`src/hdl/vtv_pkg.sv`:
```
// Shared types, constants and helper functions of the viewBox-to-viewport transform.
// No dependencies; every other file of the block but vtv_div imports this package.
`default_nettype none
package vtv_pkg;

    localparam int FRAC_BITS_DEF = 16;
    localparam int CFG_IDX_W     = 2;
    localparam int CFG_DATA_W    = 4;

    localparam logic [CFG_IDX_W-1:0] REG_ALIGN = 2'd0;
    localparam logic [CFG_IDX_W-1:0] REG_SLICE = 2'd1;

    localparam logic [3:0] ALIGN_NONE      = 4'd0;
    localparam logic [3:0] ALIGN_XMIN_YMIN = 4'd1;
    localparam logic [3:0] ALIGN_XMID_YMIN = 4'd2;
    localparam logic [3:0] ALIGN_XMAX_YMIN = 4'd3;
    localparam logic [3:0] ALIGN_XMIN_YMID = 4'd4;
    localparam logic [3:0] ALIGN_XMID_YMID = 4'd5;
    localparam logic [3:0] ALIGN_XMAX_YMID = 4'd6;
    localparam logic [3:0] ALIGN_XMIN_YMAX = 4'd7;
    localparam logic [3:0] ALIGN_XMID_YMAX = 4'd8;
    localparam logic [3:0] ALIGN_XMAX_YMAX = 4'd9;

    typedef enum logic [1:0] {
        WHERE_MIN = 2'd0,
        WHERE_MID = 2'd1,
        WHERE_MAX = 2'd2
    } t_where;

    typedef struct packed {
        logic signed [31:0] px;
        logic signed [31:0] py;
        logic signed [31:0] pw;
        logic signed [31:0] ph;
        logic signed [31:0] bx;
        logic signed [31:0] by;
        logic signed [31:0] bw;
        logic signed [31:0] bh;
        logic               none;
        logic               slice;
        t_where             xw;
        t_where             yw;
        logic               bzero;
    } t_item;

    function automatic t_where where_x(input logic [3:0] mode);
        t_where w;
        unique case (mode)
            ALIGN_XMID_YMIN, ALIGN_XMID_YMID, ALIGN_XMID_YMAX: w = WHERE_MID;
            ALIGN_XMAX_YMIN, ALIGN_XMAX_YMID, ALIGN_XMAX_YMAX: w = WHERE_MAX;
            default: w = WHERE_MIN;
        endcase
        return w;
    endfunction

    function automatic t_where where_y(input logic [3:0] mode);
        t_where w;
        unique case (mode)
            ALIGN_XMIN_YMID, ALIGN_XMID_YMID, ALIGN_XMAX_YMID: w = WHERE_MID;
            ALIGN_XMIN_YMAX, ALIGN_XMID_YMAX, ALIGN_XMAX_YMAX: w = WHERE_MAX;
            default: w = WHERE_MIN;
        endcase
        return w;
    endfunction

    function automatic logic signed [31:0] sat32(input logic signed [63:0] v);
        logic signed [31:0] r;
        if (v > 64'sd2147483647) begin
            r = 32'sh7FFFFFFF;
        end else if (v < -64'sd2147483648) begin
            r = 32'sh80000000;
        end else begin
            r = v[31:0];
        end
        return r;
    endfunction

    function automatic logic [31:0] mag32(input logic signed [31:0] v);
        logic [31:0] r;
        r = v[31] ? 32'(-v) : 32'(v);
        return r;
    endfunction

endpackage
`default_nettype wire

```
`src/hdl/vtv_queue.sv`:
```
// Two-entry queue of classified items between the front and the back part.
// Depends on vtv_pkg.
`default_nettype none
module vtv_queue (
    input  wire logic           i_clk,
    input  wire logic           i_rst_n,
    input  wire logic           i_push,
    input  vtv_pkg::t_item      i_item,
    input  wire logic           i_pop,
    output logic                o_valid,
    output vtv_pkg::t_item      o_item,
    output logic                o_full
);
    import vtv_pkg::*;

    t_item      r_mem [2];
    logic       r_wr;
    logic       r_rd;
    logic [1:0] r_count;
    logic       do_pop;

    assign o_valid = (r_count != 2'd0);
    assign o_full  = (r_count == 2'd2);
    assign o_item  = r_mem[r_rd];
    assign do_pop  = i_pop && o_valid;

    always_ff @(posedge i_clk) begin
        if (!i_rst_n) begin
            r_wr    <= 1'b0;
            r_rd    <= 1'b0;
            r_count <= 2'd0;
        end else begin
            if (i_push) begin
                r_wr <= !r_wr;
            end
            if (do_pop) begin
                r_rd <= !r_rd;
            end
            r_count <= r_count + 2'(i_push) - 2'(do_pop);
        end
    end

    always_ff @(posedge i_clk) begin
        if (i_push) begin
            r_mem[r_wr] <= i_item;
        end
    end

    always_ff @(posedge i_clk) begin
        if (!i_rst_n) begin
        end else begin
            assert (!(i_push && o_full && !do_pop))
                else $error("push into full queue");
        end
    end

    property p_count_bound;
        @(posedge i_clk) disable iff (!i_rst_n) r_count != 2'd3;
    endproperty
    a_count_bound: assert property (p_count_bound) else $error("queue count out of range");

    property p_no_overflow;
        @(posedge i_clk) disable iff (!i_rst_n) o_full && !do_pop |-> !i_push;
    endproperty
    a_no_overflow: assert property (p_no_overflow) else $error("push into full queue");

    property p_count_step;
        @(posedge i_clk) disable iff (!i_rst_n)
            i_push && !do_pop |=> r_count == $past(r_count) + 2'd1;
    endproperty
    a_count_step: assert property (p_count_step) else $error("queue count did not advance");

endmodule
`default_nettype wire

```
`config.mk`:
```
export PLATFORM = sky130hd
export DESIGN_NAME = vtv_queue
export DESIGN_NICKNAME = d
export VERILOG_FILES = /design/src/hdl/vtv_pkg.sv /design/src/hdl/vtv_queue.sv
export SDC_FILE = /design/constraint.sdc
export NUM_CORES = 1
export LEC_CHECK = 0
export ABC_AREA = 1
export BUFFER_PORTS_ARGS = -buffer_cell sky130_fd_sc_hd__buf_2
export CAP_MARGIN = 20
export CORE_AREA = 2 2 209 211
export DETAILED_ROUTE_END_ITERATION = 8
export DIE_AREA = 0 0 211 213
export PLACE_DENSITY_LB_ADDON = 0.08
export SLEW_MARGIN = 20
export SYNTH_ARGS = -nofsm -noshare
export SYNTH_HDL_FRONTEND = slang
export SYNTH_SLANG_ARGS = --single-unit
```
`constraint.sdc`:
```
create_clock -name i_clk -period 17.1 [get_ports i_clk]
set_input_delay 1.71 -clock i_clk [delete_from_list [all_inputs] [get_ports i_clk]]
set_output_delay 1.71 -clock i_clk [all_outputs]
set_load 0.005 [all_outputs]
```
# Word-level counts from Yosys, hierarchy flattened
# Memories as Yosys holds them, arrays and structs flattened. A register that Yosys moved wholly into a read port is not among the register bits.
# Index checks and enable logic that the tools add are counted.
dict set report word_totals {
  reg_bits 4
  ram_bits 526
  out_inout_bits 265
  wordCells 15
  memories 1
}
# name depth word_bits read_ports rd_clocked_by_memory_dff write_ports line_no
set memory_table {}
lappend memory_table {r_mem 2 263 1 1 1 vtv_queue.sv:16} ;# t_item r_mem [2];
dict set report op_classes {
  addsub 2
  eq_ne 1
  n_mux 4
  reduce_logical 4
}
# operator n
set ops {}
lappend ops {{1-bit two-way mux} 4}
lappend ops {{2-bit by 1-bit adder with 2-bit output} 1}
lappend ops {{2-bit equality test (second input constant)} 1}
lappend ops {{1-bit logical NOT} 2}
lappend ops {{2-bit nonzero test} 1}
lappend ops {{2-bit by 1-bit subtractor with 2-bit output} 1}
lappend ops {{1-bit logical AND} 1}

# Logic depth before layout (Yosys ltp)
dict set report logic_depth {
  word_depth 4
  depth_mapped 10
  depth_no_buf 10
}

# Worst setup path after synthesis
# OpenSTA, ideal clock, no wires.
dict set report synth_path {
  path_kind {input-to-reg}
  startpoint {input port i_push}
  endpoint {memory r_mem[0][0] (netlist bit), enable pin}
  setup_ns 0.899
  arrival_time_ns 12.736
  path_slack_ns 3.465
  path_stages 2
  path_buffers 0
  path_cell_list {inv_1 > nor2_1}
}
dict set report synth_via {
  elab_chain_len 2
}
# element line_no
set synth_rtl {}
lappend synth_rtl {{from (decl)} vtv_queue.sv:7} ;# input wire logic i_push,
lappend synth_rtl {{1-bit two-way mux} vtv_queue.sv:44} ;# if (i_push) begin
lappend synth_rtl {{1-bit two-way mux (not written as such)} vtv_queue.sv:45} ;# r_mem[r_wr] <= i_item;
lappend synth_rtl {{to (decl)} vtv_queue.sv:16}
# No other way between the ends.

==> impl_metrics.tcl <==
set metrics [dict create \
    avgSynthCellArea_um2 22.81 \
    crit_type "reg -> out" \
    antenna_found_initial 20 \
    wl_per_cell_um 22.34 \
    cp.required_ns 15.39 \
    area_growth_syn_to_layout_pct 24.42 \
    crit_fanout 78 \
    finalCritPeriodShare 0.3191 \
    synthesis.area_um2 19480 \
    coreArea_um2 42700 \
    fillCellCount 3380 \
    ys_warn_count 0 \
    grt_max_degree 108 \
    dpl.hpwl_um 31390 \
    ys_seq_area_frac 0.8160 \
    grt-ovfl-total 0 \
    power_leakage_nw 9.167 \
    end_kind "primary output" \
    ir_drop_uv 83.46 \
    first_global_vias 10318 \
    wirelength_um 45070 \
    fp.dieH_um 213 \
    tns_ns 0 \
    routabilityCongestion 0.7966 \
    io_pins 532 \
    initial_core_util 0.4562 \
    clk-insertion-delay-late_ns 0.58 \
    dieArea_um2 44940 \
    cts_buffers 53 \
    cts.sink_count 531 \
    fin_area_um2 24240 \
    relSlewSlack 0.2621 \
    io_buffers 531 \
    dpl_cell_area_um2 22690 \
    htreeDepth 2 \
    cts.hold.buffers_added 0 \
    die_w_um 211 \
    synthCells 854 \
    ant_nets 0 \
    cts_setup_buffers 0 \
    first_pass_iters 4 \
    synth.distinct_cells 13 \
    worst_pin_slew_ns 1.107 \
    setup_viol 0 \
    power_density_nw_per_um2 128.2 \
    syn-num-nets 1123 \
    detail_route.vias_per_cell 4.917 \
    clock-root-buffer "clkbuf_16" \
    cts_buffer_depth 3 \
    grt_usage 0.1949 \
    cp-start-kind "flip-flop" \
    final_util 0.5677 \
    skew_ns 0.01391 \
    cts_tree "yes" \
    layout_min_cycle_time_ns 5.457 \
    fmax_mhz 183.2 \
    nNetsFinal 1690 \
    vias 9923 \
    cp_data_arrival_time_ns 3.75 \
    status "completed" \
    hold_path_depth 2 \
    cts_resized 0 \
    finalHoldViolCount 0 \
    drv_cap 0 \
    hp-class "reg -> reg" \
    clkTransAtPathRegs_ns 0.05 \
    total_power_mw 3.107 \
    hold_slack_ns 0.5088 \
    r2r_cells 3 \
    grt_setup_unrepaired "false" \
    slew_violations 0 \
    route.detailed.drc 0 \
    num_rows 76 \
    first_iter_violations 573 \
    synth-seq-cells 531 \
    grt_first_pass_wirelength_um 63450 \
    rrSetupSlack_ns 13.87 \
    layout-drive-gt1-share 0.5966 \
]
[final cells by class]
type                            instances  area (µm²)  share of cell area
Antenna cell                           17       42.54            0.001755
Clock buffer                           67        1379             0.05689
Clock inverter                         22       120.1            0.004956
Inverter                                8       37.54            0.001549
Multi-Input combinational cell        286        3339              0.1378
Sequential cell                       531       15900              0.6560
Tap cell                              546       683.2             0.02819
Timing Repair Buffer                  541        2736              0.1129
[flip-flops by register name, summed over array words and instances, names as in the netlist, named ones only]
name,count
r_wr,1
r_mem,526
r_count,2
r_rd,1
[synthesized netlist by cell type, drive strengths merged]
master | instances | area [µm²]
a21oi | 1 | 5.000
buf | 29 | 222.7
dfxtp | 5 | 100.1
edfxtp | 526 | 15800
ha | 2 | 25.02
inv | 8 | 30.03
mux2 | 263 | 3224
nand2 | 8 | 30.03
nand3 | 2 | 10.01
nor2 | 10 | 37.54
[per-stage QoR]
step,cells,setup WS (ns)
2_1_floorplan,854,3.465
3_3_place_gp,1912,11.90
3_5_place_dp,1912,11.86
4_1_cts,2001,11.23
5_1_grt,2009,11.38
6_report,2018,11.64
[cell families after synthesis]
kind of cell	Yosys count	share of synthesized area
adders and majority gates	2	0.001284
muxes	263	0.1655
and+or+nand+nor	20	0.003983
AOI/OAI and AO/OA	1	0.0002567
DFF	531	0.8160
buffers and inverters	37	0.01297
[worst max-delay path: stages, from the launching register on]
cell and delay, ns:
dfxtp_4 0.99, buf_6 0.67, buf_4 0.76, mux2_2 0.41, buf_2 0.13
[layer usage]
layer / wire (µm) / up-vias / GRT usage
met4: 1361 / 8 / 0.08572
li1: - / 4545 / -
met5: 52 / - / 0
met3: 4533 / 85 / 0.08207
met1: 16720 / 4869 / 0.2237
met2: 22400 / 416 / 0.3203
[placed cells by master, fill, tap and decap left out]
master,count
clkbuf_1,14
dfxtp_4,1
clkinv_2,6
buf_2,531
nor2_4,1
diode_2,17
clkbuf_16,53
edfxtp_1,526
ha_1,2
inv_1,7
bufinv_16,1
nor2_1,9
mux2_2,193
buf_4,9
clkinvlp_4,1
dfxtp_1,4
nand2_1,8
clkinv_1,14
mux2_4,70
a21oi_1,1
inv_8,1
nand3_1,2
buf_6,1
[report_power, final]
| part | internal, mW | switching (mW) |
|---|---|---|
| Clock | 0.578 | 0.450 |
| Combinational | 0.283 | 0.246 |
| Sequential | 1.51 | 0.0371 |
| Total | 2.37 | 0.733 |
[worst paths after layout]
path,from,endpoint
worst min-delay path,r_rd$_SDFFE_PN0P_,r_rd$_SDFFE_PN0P_
worst max-delay path,flip-flop,o_item[122]
worst max register to register,r_wr$_SDFFE_PN0P_,r_mem[0][256]$_DFFE_PP_
worst min register to register,r_rd$_SDFFE_PN0P_,r_rd$_SDFFE_PN0P_
Power figures use the tool's default switching activity.
