## config.mk

```make
export PLATFORM = sky130hd
export DESIGN_NAME = vtv_front
export DESIGN_NICKNAME = d
export VERILOG_FILES = /design/src/hdl/vtv_pkg.sv /design/src/hdl/vtv_front.sv
export SDC_FILE = /design/constraint.sdc
export NUM_CORES = 1
export LEC_CHECK = 0
export BUFFER_PORTS_ARGS = -buffer_cell sky130_fd_sc_hd__buf_4
export CORE_AREA = 2 2 210 212
export DETAILED_ROUTE_END_ITERATION = 8
export DIE_AREA = 0 0 212 214
export PLACE_DENSITY = 0.49
export SLEW_MARGIN = 25
export SYNTH_ARGS = -nofsm -noshare
export SYNTH_HDL_FRONTEND = slang
export SYNTH_SLANG_ARGS = --single-unit
export TNS_END_PERCENT = 1
```

## constraint.sdc

```tcl
create_clock -name i_clk -period 18.4 [get_ports i_clk]
set_clock_uncertainty 0.2 [all_clocks]
set_input_delay 2.76 -clock i_clk [delete_from_list [all_inputs] [get_ports i_clk]]
set_output_delay 2.76 -clock i_clk [all_outputs]
set_load 0.01 [all_outputs]
```

## src/hdl/vtv_pkg.sv

```systemverilog
// Shared types, constants and helper functions of the viewBox-to-viewport transform.
// No dependencies; every other file of the block but vtv_div imports this package.
`default_nettype none
package vtv_pkg;

    localparam int FRAC_BITS_DEF = 16;
    localparam int CFG_IDX_W     = 2;
    localparam int CFG_DATA_W    = 4;

    localparam logic [CFG_IDX_W-1:0] REG_ALIGN = 2'd0;
    localparam logic [CFG_IDX_W-1:0] REG_SLICE = 2'd1;

    localparam logic [3:0] ALIGN_NONE      = 4'd0;
    localparam logic [3:0] ALIGN_XMIN_YMIN = 4'd1;
    localparam logic [3:0] ALIGN_XMID_YMIN = 4'd2;
    localparam logic [3:0] ALIGN_XMAX_YMIN = 4'd3;
    localparam logic [3:0] ALIGN_XMIN_YMID = 4'd4;
    localparam logic [3:0] ALIGN_XMID_YMID = 4'd5;
    localparam logic [3:0] ALIGN_XMAX_YMID = 4'd6;
    localparam logic [3:0] ALIGN_XMIN_YMAX = 4'd7;
    localparam logic [3:0] ALIGN_XMID_YMAX = 4'd8;
    localparam logic [3:0] ALIGN_XMAX_YMAX = 4'd9;

    typedef enum logic [1:0] {
        WHERE_MIN = 2'd0,
        WHERE_MID = 2'd1,
        WHERE_MAX = 2'd2
    } t_where;

    typedef struct packed {
        logic signed [31:0] px;
        logic signed [31:0] py;
        logic signed [31:0] pw;
        logic signed [31:0] ph;
        logic signed [31:0] bx;
        logic signed [31:0] by;
        logic signed [31:0] bw;
        logic signed [31:0] bh;
        logic               none;
        logic               slice;
        t_where             xw;
        t_where             yw;
        logic               bzero;
    } t_item;

    function automatic t_where where_x(input logic [3:0] mode);
        t_where w;
        unique case (mode)
            ALIGN_XMID_YMIN, ALIGN_XMID_YMID, ALIGN_XMID_YMAX: w = WHERE_MID;
            ALIGN_XMAX_YMIN, ALIGN_XMAX_YMID, ALIGN_XMAX_YMAX: w = WHERE_MAX;
            default: w = WHERE_MIN;
        endcase
        return w;
    endfunction

    function automatic t_where where_y(input logic [3:0] mode);
        t_where w;
        unique case (mode)
            ALIGN_XMIN_YMID, ALIGN_XMID_YMID, ALIGN_XMAX_YMID: w = WHERE_MID;
            ALIGN_XMIN_YMAX, ALIGN_XMID_YMAX, ALIGN_XMAX_YMAX: w = WHERE_MAX;
            default: w = WHERE_MIN;
        endcase
        return w;
    endfunction

    function automatic logic signed [31:0] sat32(input logic signed [63:0] v);
        logic signed [31:0] r;
        if (v > 64'sd2147483647) begin
            r = 32'sh7FFFFFFF;
        end else if (v < -64'sd2147483648) begin
            r = 32'sh80000000;
        end else begin
            r = v[31:0];
        end
        return r;
    endfunction

    function automatic logic [31:0] mag32(input logic signed [31:0] v);
        logic [31:0] r;
        r = v[31] ? 32'(-v) : 32'(v);
        return r;
    endfunction

endpackage
`default_nettype wire

```

## src/hdl/vtv_front.sv

```systemverilog
// Front part: configuration registers, command acceptance and classification of each item.
// Depends on vtv_pkg.
`default_nettype none
module vtv_front (
    input  wire logic                            i_clk,
    input  wire logic                            i_rst_n,
    input  wire logic                            start,
    output logic                                 busy,
    input  wire logic signed [31:0]              i_port_x,
    input  wire logic signed [31:0]              i_port_y,
    input  wire logic signed [31:0]              i_port_width,
    input  wire logic signed [31:0]              i_port_height,
    input  wire logic signed [31:0]              i_box_x,
    input  wire logic signed [31:0]              i_box_y,
    input  wire logic signed [31:0]              i_box_width,
    input  wire logic signed [31:0]              i_box_height,
    input  wire logic                            i_cfg_valid,
    output logic                                 o_cfg_ready,
    input  wire logic [vtv_pkg::CFG_IDX_W-1:0]   i_cfg_index,
    input  wire logic [vtv_pkg::CFG_DATA_W-1:0]  i_cfg_data,
    output logic                                 o_push,
    output vtv_pkg::t_item                       o_item,
    input  wire logic                            i_full
);
    import vtv_pkg::*;

    logic [3:0] r_align;
    logic       r_slice;
    logic       r_valid;
    t_item      r_item;
    t_item      n_item;
    logic       accept;

    assign o_cfg_ready = 1'b1;
    assign busy        = r_valid && i_full;
    assign o_push      = r_valid && !i_full;
    assign accept      = start && !busy;
    assign o_item      = r_item;

    always_comb begin
        n_item.px    = i_port_x;
        n_item.py    = i_port_y;
        n_item.pw    = i_port_width;
        n_item.ph    = i_port_height;
        n_item.bx    = i_box_x;
        n_item.by    = i_box_y;
        n_item.bw    = i_box_width;
        n_item.bh    = i_box_height;
        n_item.none  = (r_align == ALIGN_NONE);
        n_item.slice = r_slice;
        n_item.xw    = where_x(r_align);
        n_item.yw    = where_y(r_align);
        n_item.bzero = (i_box_width == 32'sd0) || (i_box_height == 32'sd0);
    end

    always_ff @(posedge i_clk) begin
        if (!i_rst_n) begin
            r_align <= ALIGN_XMID_YMID;
            r_slice <= 1'b0;
        end else if (i_cfg_valid) begin
            if (i_cfg_index == REG_ALIGN) begin
                r_align <= i_cfg_data[3:0];
            end else if (i_cfg_index == REG_SLICE) begin
                r_slice <= i_cfg_data[0];
            end
        end
    end

    always_ff @(posedge i_clk) begin
        if (!i_rst_n) begin
            r_valid <= 1'b0;
        end else if (accept) begin
            r_valid <= 1'b1;
        end else if (o_push) begin
            r_valid <= 1'b0;
        end
    end

    always_ff @(posedge i_clk) begin
        if (accept) begin
            r_item <= n_item;
        end
    end

endmodule
`default_nettype wire

```

==> After elaboration in Yosys (flattened, before gate mapping) <==
Index checks and enable logic that the tools add are counted.
{ "op_classes": {"mux": 4, "bitwise": 1, "eq_ne": 9, "n_reduce_logical": 17} }
{ "op_table": {"columns": ["cell", "n"], "rows": [
  ["zero test 32 bit", 2],
  ["equality test 4 x 3 -> 1 bit (second input constant)", 4],
  ["OR reduction 3 bit", 4],
  ["equality test 4 x 2 -> 1 bit (second input constant)", 2],
  ["equality test 4 bit (second input constant)", 2],
  ["case mux 2 bit (2 select lines)", 2],
  ["zero test 4 bit", 1],
  ["logical AND 1 bit", 3],
  ["AND reduction 3 bit", 1],
  ["equality test 2 x 1 -> 1 bit (second input constant)", 1],
  ["zero test 1 bit", 2],
  ["zero test 2 bit", 1],
  ["two-way mux 1 bit", 2],
  ["AND reduction 2 bit", 1],
  ["nonzero test 2 bit", 1],
  ["logical OR 1 bit", 1],
  ["NOT 1 bit", 1]
]} }
{ "totals": {"out_inout_bits": 266, "elab_cells": 47, "ff_bits": 269, "inputBits": 267} }

==> Logic depth before layout (Yosys ltp) <==
Gate-level depths: netlist of run 1.
{ "depth": {"ltp_word": 4, "mapped_depth": 4, "depth_no_buf": 3} }

==> Least setup slack after synthesis of run 1 <==
Ideal clock, no wire load.
{ "synth_timing": {"path_kind": "input-to-reg", "startpoint": "in i_full", "endpoint": "reg r_item (netlist bit o_item[0]) (enable)", "t_arrival_ns": 14.522, "required_ns": 17.279, "setup_slack_ns": 2.757, "stages": 2, "setup_time_ns": 0.921, "path_buffers": 0, "path_cell_list": "and2_1 -> nor2b_1"} }
{ "synth_via": {"elab_chain_cells": 3} }
{ "synth_lines": {"columns": ["item", "line", "source"], "rows": [
  ["start, declared", "vtv_front.sv:23", "input wire logic i_full"],
  ["logical AND 1 bit", "vtv_front.sv:35", "assign busy = r_valid && i_full;"],
  ["zero test 1 bit", "vtv_front.sv:37", "assign accept = start && !busy;"],
  ["logical AND 1 bit", "vtv_front.sv:37", null],
  ["via accept", "vtv_front.sv:32", "logic accept;"],
  ["end signal, assigned", "vtv_front.sv:81", "r_item <= n_item;"],
  ["end, declared", "vtv_front.sv:30", "t_item r_item;"]
]} }
The timed path passes the listed nets, and every way through them passes these cells.
A chain may end at the register's enable or synchronous reset.

==> Worst setup path after layout of run 1 <==
{ "layout_timing": {"startpoint": "in i_full", "endpoint": "out busy"} }
{ "layout_via": {"elab_chain_cells": 1} }
{ "layout_lines": {"columns": ["item", "line", "source"], "rows": [
  ["logical AND 1 bit", "vtv_front.sv:35", null],
  ["end, declared", "vtv_front.sv:8", "output logic busy,"]
]} }
Every way passes these cells.

==> results of run 1 <==
power groups by stage:
stage | Clock, mW | Sequential (mW) | Combinational (mW)
final | 0.604 | 0.727 | 0.139
after global routing | 0.649 | 0.731 | 0.149
after CTS | 0.628 | 0.728 | 0.142
after detailed placement | 0 | 0.741 | 0.142
after global placement | 0 | 0.740 | 0.140
after floorplan | 0 | 0.771 | 0.0138
cell usage after synthesis:
cell / instances / area, um2
o22ai_1: 2 / 12.5
conb_1: 1 / 3.75
nor3b_4: 1 / 18.8
a2bb2oi_1: 1 / 8.76
o21a_1: 1 / 7.51
o21ai_0: 2 / 10.0
nor2_1: 1 / 3.75
nand4_1: 4 / 25.0
mux2i_1: 4 / 40.0
edfxtp_1: 263 / 7900
nor4_1: 17 / 106
buf_4: 1 / 7.51
xnor2_1: 1 / 8.76
and2_1: 1 / 6.26
nand2_1: 4 / 15.0
inv_1: 1 / 3.75
buf_2: 1 / 5.00
nand2b_1: 1 / 6.26
a211oi_1: 1 / 7.51
nor2b_1: 6 / 37.5
nand3b_1: 1 / 7.51
nand3_1: 1 / 5.00
dfxtp_1: 6 / 120
o211ai_1: 1 / 7.51
layer usage:
layer  up-vias  part of all wire, %  global-route usage [%]
li1       2458                    -                       -
met1      2583                   35                    11.9
met2       273                   52                    20.2
met3        38                   10                    4.78
met4         0                  2.8                    3.26
met5         -                    0                       0
cell type report:
| cell class | instances | area (um2) |
|---|---|---|
| tap | 585 | 732 |
| timing repair buffer | 536 | 4050 |
| clock inverter | 20 | 195 |
| clock buffer | 37 | 798 |
| multi-input combinational | 51 | 345 |
| inverter | 1 | 3.75 |
| sequential | 269 | 8020 |
| fill | 4173 | 28700 |
per-stage QoR:
step	instances	cell area, um2	util, %
floorplan	323	8370	-
global placement	1441	13100	30.6
detailed placement	1441	13100	30.6
CTS	1498	14100	32.9
global route	1499	14100	33.0
finish	1499	14100	33.0
worst max-delay path by stage:
stage | start | to | slack [ns] | cells after the start
4_1_cts | i_full | busy | 12.21 | 3
5_1_grt | i_full | busy | 12.19 | 3
6_report | i_full | busy | 12.21 | 3
3_3_place_gp | i_full | busy | 12.22 | 3
3_5_place_dp | i_full | busy | 12.22 | 3
2_1_floorplan | i_full | o_item[0]$_DFFE_PP_ | 2.76 | 2
sequential cells by signal, summed over array words and instances, names as in the netlist:
register / count
r_valid: 1
r_align: 4
r_slice: 1
o_item: 263
cells by family (layout without fill, tap and decap cells):
group           Yosys count  after routing  synth area share (%)
compound gates            8              8                 0.643
xor+xnor                  1              1                 0.105
buf+inv                   3            594                 0.194
flops                   269            269                  95.8
mux                       4              4                 0.478
other cells               1              1                0.0448
simple gates             37             37                  2.76
worst max-delay path, cell delays in order:
cell and delay (ns):
buf_4 0.11, and2_1 0.19, buf_4 0.16
==> results.cfg, run 1 <==
[sta]
post-route-min-period_ns = 6.19
timing.fmax_mhz = 162
slew_viol_final = 0
hold_viol_final = 0
setup_viol = 0
worstMarginPinSlew_ns = 0.821
rsz0062_at_grt = no
finalCritPeriodShare_pct = 33.6
setup_tns_ns = 0
finalWorstSetupSlack_ns = 12.21
hold_ws_ns = 0.225
slew_headroom_pct = 45.3

[worst_setup_path]
cp_max_fo = 3
r2r_start = r_valid$_SDFFE_PN0P_
reg2reg_to = o_item[43]$_DFFE_PP_
end_kind = primary output
critPathKind = in2out
r2r_slack_ns = 15.15
cp-start-kind = input pin
worstPathArrival_ns = 3.23
cp.required_ns = 15.44
reg2regPathDepth = 6

[grt]
overflow = 0
antenna_found_initial = 0
grt_pass1_vias = 5636
grt_pass1_wl_um = 37600
grt_usage_pct = 11.3
grt_max_degree = 81

[flow_run]
cap_violations = 0

[floorplanning]
io-pin-count = 533
num_rows = 76
die_w_um = 212
die_y_um = 214
die_area_um2 = 45400
coreArea_um2 = 42900
start_util_pct = 19.5

[power]
vdd_drop_max_mv = 0.0653
switching_power_mw = 0.315
seqPwrFrac_pct = 49.5
intPower_mw = 1.16
pwr-share-clk_pct = 41.1
leakage_nw = 5.75
pwr-share-comb_pct = 9.5
swShare_pct = 21.4
total_power_mw = 1.47
power_density_nw_per_um2 = 104

[layout]
final_cell_mix = 534 x buf_4, 263 x edfxtp_1, 31 x clkbuf_16
area_growth_pct = 68.9
antenna_cells = 0
drive_gt1_share_pct = 63.2
final_common_cell = buf_4
nNetsFinal = 1157

[yosys]
ys_warn_count = 0
synth_cell_type_count = 24
synth_cells = 323
syn_nets = 590
syn_area_um2 = 8370
ys_ff_latch = 269
synth_area_per_cell_um2 = 25.9
synth-seq-area-share_pct = 95.8

[clock_tree]
cts.sinks = 269
clock_path_buffers = 3
clockRootBuffer = clkbuf_16
htree_num_levels = 1
clkSlewWorstSetupHoldPaths_ns = 0.06
cts_tree = built
post_cts_buffers = 0
clock_latency_ns = 0.57
cts_resized = 0
cts_made_buffers = 31
cts-hold-fix-buffers = 0

[route]
drcViolationCount = 0
num_vias = 5352
via_per_inst = 3.57
dr.pass1.iters = 4
totalWireLength_um = 27300
drt_iter0_drc = 201
drtAntennaViolNets = 0
post_drt_wl_per_cell_um = 18.2

[outcome]
status = finished clean

[placement]
gp_congestion = 0.790
port_buffers = 531
hpwl_um = 21400
pre_cts_slack_ns = 12.22

[min_path]
hold_depth = 0
hold_end = o_item[5]$_DFFE_PP_
min-delay-start = r_slice$_SDFFE_PN0P_
holdCritPathClass = reg2reg
No activity file was read; power rests on OpenSTA's default activity.
==> inputs of run 2 (changes only) <==
- clock period: 18.4 -> 5.75 ns (I/O delays scaled with it)
==> run 2 against run 1 <==
  * Register-to-register slack lost 12 ns
  * Design area shrank 0.78%
  * Global-route usage shrank 0.34 points
  * First-iteration DRC count grew 26%
  * Clock power grew to 2.8 times the previous value
  * Sequential cell count is the same
  * Wire length shrank 2.7%
  * Sequential share of layout area grew 0.44 points
  * Final cell count shrank 0.20%
  * Critical path depth is the same
  * Critical path type unchanged
  * Critical endpoint unchanged
  * Largest cell class unchanged
==> results.cfg, run 2 (same netlist as run 1, synthesis figures left out) <==
[outcome]
status = finished clean

[sta]
post-route-min-period_ns = 2.40
timing.fmax_mhz = 416
setup_tns_ns = 0
finalCritPeriodShare_pct = 41.8
worstMarginPinSlew_ns = 0.709
setup_viol = 0
hold_viol_final = 0
slew_viol_final = 0
finalWorstSetupSlack_ns = 3.35
slew_headroom_pct = 52.6
rsz0062_at_grt = no

[worst_setup_path]
cp-startpoint = i_full
crit_end = busy
reg2reg_to = o_item[35]$_DFFE_PP_
end_kind = primary output
cp_max_fo = 3
r2r_slack_ns = 3.47
cp-start-kind = input pin
cp.required_ns = 4.69
reg2regPathDepth = 3
worstPathArrival_ns = 1.34
critPathKind = in2out
r2r_start = r_valid$_SDFFE_PN0P_

[floorplanning]
die_area_um2 = 45400
num_rows = 76
coreArea_um2 = 42900
die_y_um = 214
die_w_um = 212
start_util_pct = 19.5
io-pin-count = 533

[clock_tree]
htree_num_levels = 1
clockRootBuffer = clkbuf_16
cts_resized = 0
cts-hold-fix-buffers = 0
cts.sinks = 269
clock_latency_ns = 0.55
clkSlewWorstSetupHoldPaths_ns = 0.06
post_cts_buffers = 0
cts_tree = built
cts_made_buffers = 31
clock_path_buffers = 3

[grt]
grt_busiest_layer = met2
grt_max_degree = 96
antenna_found_initial = 0
grt_pass1_vias = 5500
grt_pass1_wl_um = 36300
grt_util_met1_pct = 12.6
grt_util_met2_pct = 18.7
use_met3_pct = 3.80
grt_usage_pct = 10.9
overflow = 0

[placement]
pre_cts_slack_ns = 2.75
port_buffers = 531
hpwl_um = 20800
numPlacedInstances = 1442
gp_congestion = 0.765
placed_cell_area_um2 = 13100

[route]
drcViolationCount = 0
totalWireLength_um = 26600
dr.pass1.iters = 4
post_drt_wl_per_cell_um = 17.8
drtAntennaViolNets = 0
drt_iter0_drc = 253
num_vias = 5347
via_per_inst = 3.57

[layout]
drive_gt1_share_pct = 63.4
final_cells = 1496
nNetsFinal = 1157
seqCellArea_um2 = 8020
final_common_cell = buf_4
final_cell_mix = 534 x buf_4, 263 x edfxtp_1, 31 x clkbuf_16
fill_cells = 4187
area_growth_pct = 67.6
final_cell_area_um2 = 14000
fin_util_pct = 32.7
largest_reg_flops = 263
antenna_cells = 0
multi_input_area_um2 = 345

[min_path]
min-delay-start = r_slice$_SDFFE_PN0P_
holdCritPathClass = reg2reg

[power]
vdd_drop_max_mv = 0.202
leakage_nw = 5.70
power_density_nw_per_um2 = 321

[flow_run]
cap_violations = 0
[run 2: cell count changes in the layout (fill, tap and decap cells not counted), sizes merged]
cell      delta
bufinv       -4
clkbuf       +3
clkinv       -2
clkinvlp     +1
inv          -1
[run 2: worst min-delay path by stage]
| stage | depth (start not counted) | slack [ns] | to |
|---|---|---|---|
| floorplan | 0 | 0.21 | o_item[5]$_DFFE_PP_ |
| global placement | 0 | 0.23 | o_item[5]$_DFFE_PP_ |
| detailed placement | 0 | 0.23 | o_item[5]$_DFFE_PP_ |
| CTS | 1 | 0.24 | o_item[87]$_DFFE_PP_ |
| global route | 1 | 0.25 | o_item[140]$_DFFE_PP_ |
| finish | 0 | 0.24 | o_item[5]$_DFFE_PP_ |
[run 2: power breakdown]
group	leakage (nW)	switching, mW	total (mW)	internal [mW]
Combinational	2.68	0.199	0.447	0.248
Clock	0.428	0.743	1.72	0.982
Sequential	2.59	0.0350	2.33	2.29
[run 2: area by class of cell]
class | instances | share of cell area [%]
flip-flops and latches | 269 | 57.1
repair buffers | 536 | 28.9
clock buffers | 40 | 5.77
well taps | 585 | 5.22
multi-input cells | 51 | 2.46
clock inverters | 14 | 0.517
inverters | 1 | 0.0268
[run 2: critical path, stage by stage]
cell	delay, ns
buf_4	0.11
and2_1	0.20
buf_4	0.17
[run 2: metrics by stage]
step | hold WS [ns] | power [mW]
2_1_floorplan | 0.208 | 2.48
3_3_place_gp | 0.226 | 2.82
3_5_place_dp | 0.233 | 2.82
4_1_cts | 0.244 | 4.58
5_1_grt | 0.248 | 4.68
6_report | 0.245 | 4.50
[run 2: routing by layer]
metal / share of wire (%) / vias to the layer above
met2: 50 / 282
met4: 2.6 / 0
met3: 9.6 / 44
li1: - / 2460
met5: 0 / -
met1: 38 / 2561
==> inputs of run 3 (changes only) <==
- ABC_AREA: unset -> 1
- CORE_AREA: 2 2 210 212 -> 2 2 206 208
- DIE_AREA: 0 0 212 214 -> 0 0 208 210
- PLACE_DENSITY: 0.49 -> 0.51
- clock period: 5.75 -> 2.4 ns (I/O delays scaled with it)
==> run 3 against run 2 <==
  * Area after synthesis is 2.2% higher
  * Hold slack worse by 0.015 ns
  * Final cell count is 20% higher
  * Power grew to 2.6 times the previous value
  * Synthesized cell count is 21% higher
==> results.cfg, run 3 <==
[route]
via_per_inst = 3.72
totalWireLength_um = 30900
dr.pass1.iters = 4
drcViolationCount = 0
num_vias = 6712
drt_iter0_drc = 256
drtAntennaViolNets = 0
post_drt_wl_per_cell_um = 17.1

[placement]
gp_congestion = 0.769
port_buffers = 531
hpwl_um = 22800

[floorplanning]
coreArea_um2 = 41500
num_rows = 75
die_area_um2 = 43700
start_util_pct = 20.6
io-pin-count = 533
die_y_um = 210
die_w_um = 208

[clock_tree]
cts_resized = 0
cts.sinks = 269
htree_num_levels = 1
clockRootBuffer = clkbuf_16
clkSlewWorstSetupHoldPaths_ns = 0.06
cts_made_buffers = 30
clock_latency_ns = 0.57
cts_tree = built
post_cts_buffers = 0
clock_path_buffers = 3

[min_path]
holdCritPathClass = in2reg
min-delay-start = start
hold_depth = 4

[power]
leakage_nw = 7.16
power_density_nw_per_um2 = 682
vdd_drop_max_mv = 0.599
total_power_mw = 11.7

[yosys]
synth_area_leaders = edfxtp_1 92%, nor2_1 1.5%, dfxtp_1 1.4%
synth_area_per_cell_um2 = 21.9
yosys.area.top_type_share_pct = 92.3
synth_cells = 391
syn_area_um2 = 8550
async_flop_share_pct = 0
synth_edf_count = 263
synth-seq-area-share_pct = 93.7
synth_top_flop_cell = edfxtp_1
yosysMostFrequentCell = edfxtp_1
ys_warn_count = 0
netlist_top_cells_count = 263 x edfxtp_1, 34 x nor2_1, 27 x inv_1
synth_cell_type_count = 22
syn_nets = 658
yosysTopAreaCell = edfxtp_1
ys_ff_latch = 269

[layout]
nNetsFinal = 1506
largest_reg_flops = 263
area_growth_pct = 100
antenna_cells = 0
drive_gt1_share_pct = 47.5
multi_input_area_um2 = 432
fill_cells = 3779
final_common_cell = buf_4
final_cell_mix = 537 x buf_4, 273 x dlygate4sd3_1, 263 x edfxtp_1
seqCellArea_um2 = 8020

[worst_setup_path]
cp.required_ns = 2.65
end_kind = flip-flop
cp-start-kind = input pin
worstPathArrival_ns = 2.31
cp-startpoint = i_cfg_data[1]
r2r_start = r_valid$_SDFFE_PN0P_
critPathKind = in2reg
cp_max_fo = 1
reg2regPathDepth = 5

[grt]
overflow = 0
grt_max_degree = 51
grt_pass1_wl_um = 44900
grt_usage_pct = 13.5
antenna_found_initial = 0
grt_pass1_vias = 7297

[sta]
slew_viol_final = 0
rsz0062_at_grt = no
post-route-min-period_ns = 2.06
hold_viol_final = 0
finalCritPeriodShare_pct = 85.8
setup_viol = 0
timing.fmax_mhz = 486
setup_tns_ns = 0

[flow_run]
cap_violations = 0

[outcome]
status = finished clean
## run 3: changes by cell type after synthesis, sizes merged, moves of 4 or more
cell / delta
nor2: +35
inv: +31
nand2: +21
nor4: -17
nor2b: -6
a21oi: +4
and2: +4
mux2i: -4
nand3: +4
## run 3: area by class of cell
| class | count | area share (%) |
|---|---|---|
| clock buffers | 37 | 4.53 |
| clock inverters | 19 | 1.21 |
| inverters | 32 | 0.716 |
| multi-input cells | 89 | 2.52 |
| flip-flops and latches | 269 | 46.8 |
| well taps | 539 | 3.94 |
| repair buffers | 817 | 40.3 |
## run 3: worst max-delay path, cell delays in order
cell and delay (ns):
dlygate4sd3_1 0.54, buf_4 0.13, o21ai_1 0.13, dlygate4sd3_1 0.56, a21oi_1 0.04, dlygate4sd3_1 0.54
## run 3: power by group
group,switching (mW),internal [mW],total (mW)
Clock,1.86,2.73,4.59
Sequential,0.0918,5.49,5.58
Combinational,0.608,0.916,1.52
## run 3: logic make-up after synthesis
kind of cell    Yosys count  share of synthesized area (%)
compound gates           12                          0.848
other cells               1                         0.0438
flops                   269                           93.7
simple gates             76                           3.88
buf+inv                  33                           1.49
## run 3: stage by stage
stage / utilization, % / cells / hold WS, ns / setup slack [ns] / cell area [um2]
2_1_floorplan: - / 391 / 0.208 / -2.56 / 8580
4_1_cts: 41.3 / 1802 / 0.203 / 0.387 / 17100
3_3_place_gp: 32.4 / 1473 / 0.217 / 0.551 / 13400
5_1_grt: 41.3 / 1802 / 0.240 / 0.314 / 17100
6_report: 41.3 / 1802 / 0.229 / 0.342 / 17100
3_5_place_dp: 32.4 / 1473 / 0.224 / 0.526 / 13400
## run 3: metal layers
| metal | global-route usage, % | vias to the layer above | wire (um) |
|---|---|---|---|
| met5 | 0 | - | 0 |
| met4 | 4.87 | 0 | 1010 |
| met3 | 4.69 | 52 | 2640 |
| met2 | 23.6 | 312 | 15400 |
| met1 | 15.2 | 3184 | 11800 |
| li1 | - | 3164 | - |
## run 3: path summary, 6_finish.rpt
check | endpoint | slack [ns]
worst max-delay path | r_align[1]$_SDFFE_PN0P_ | 0.34
worst min register to register | o_item[5]$_DFFE_PP_ | 0.23
worst max register to register | o_item[114]$_DFFE_PP_ | 0.68
worst min-delay path | o_item[142]$_DFFE_PP_ | 0.23
## run 3: timing repair
item,4_1_cts,5_1_grt
hold endpoints to repair,262,0
hold buffers,273,0
setup endpoints to repair,0,0
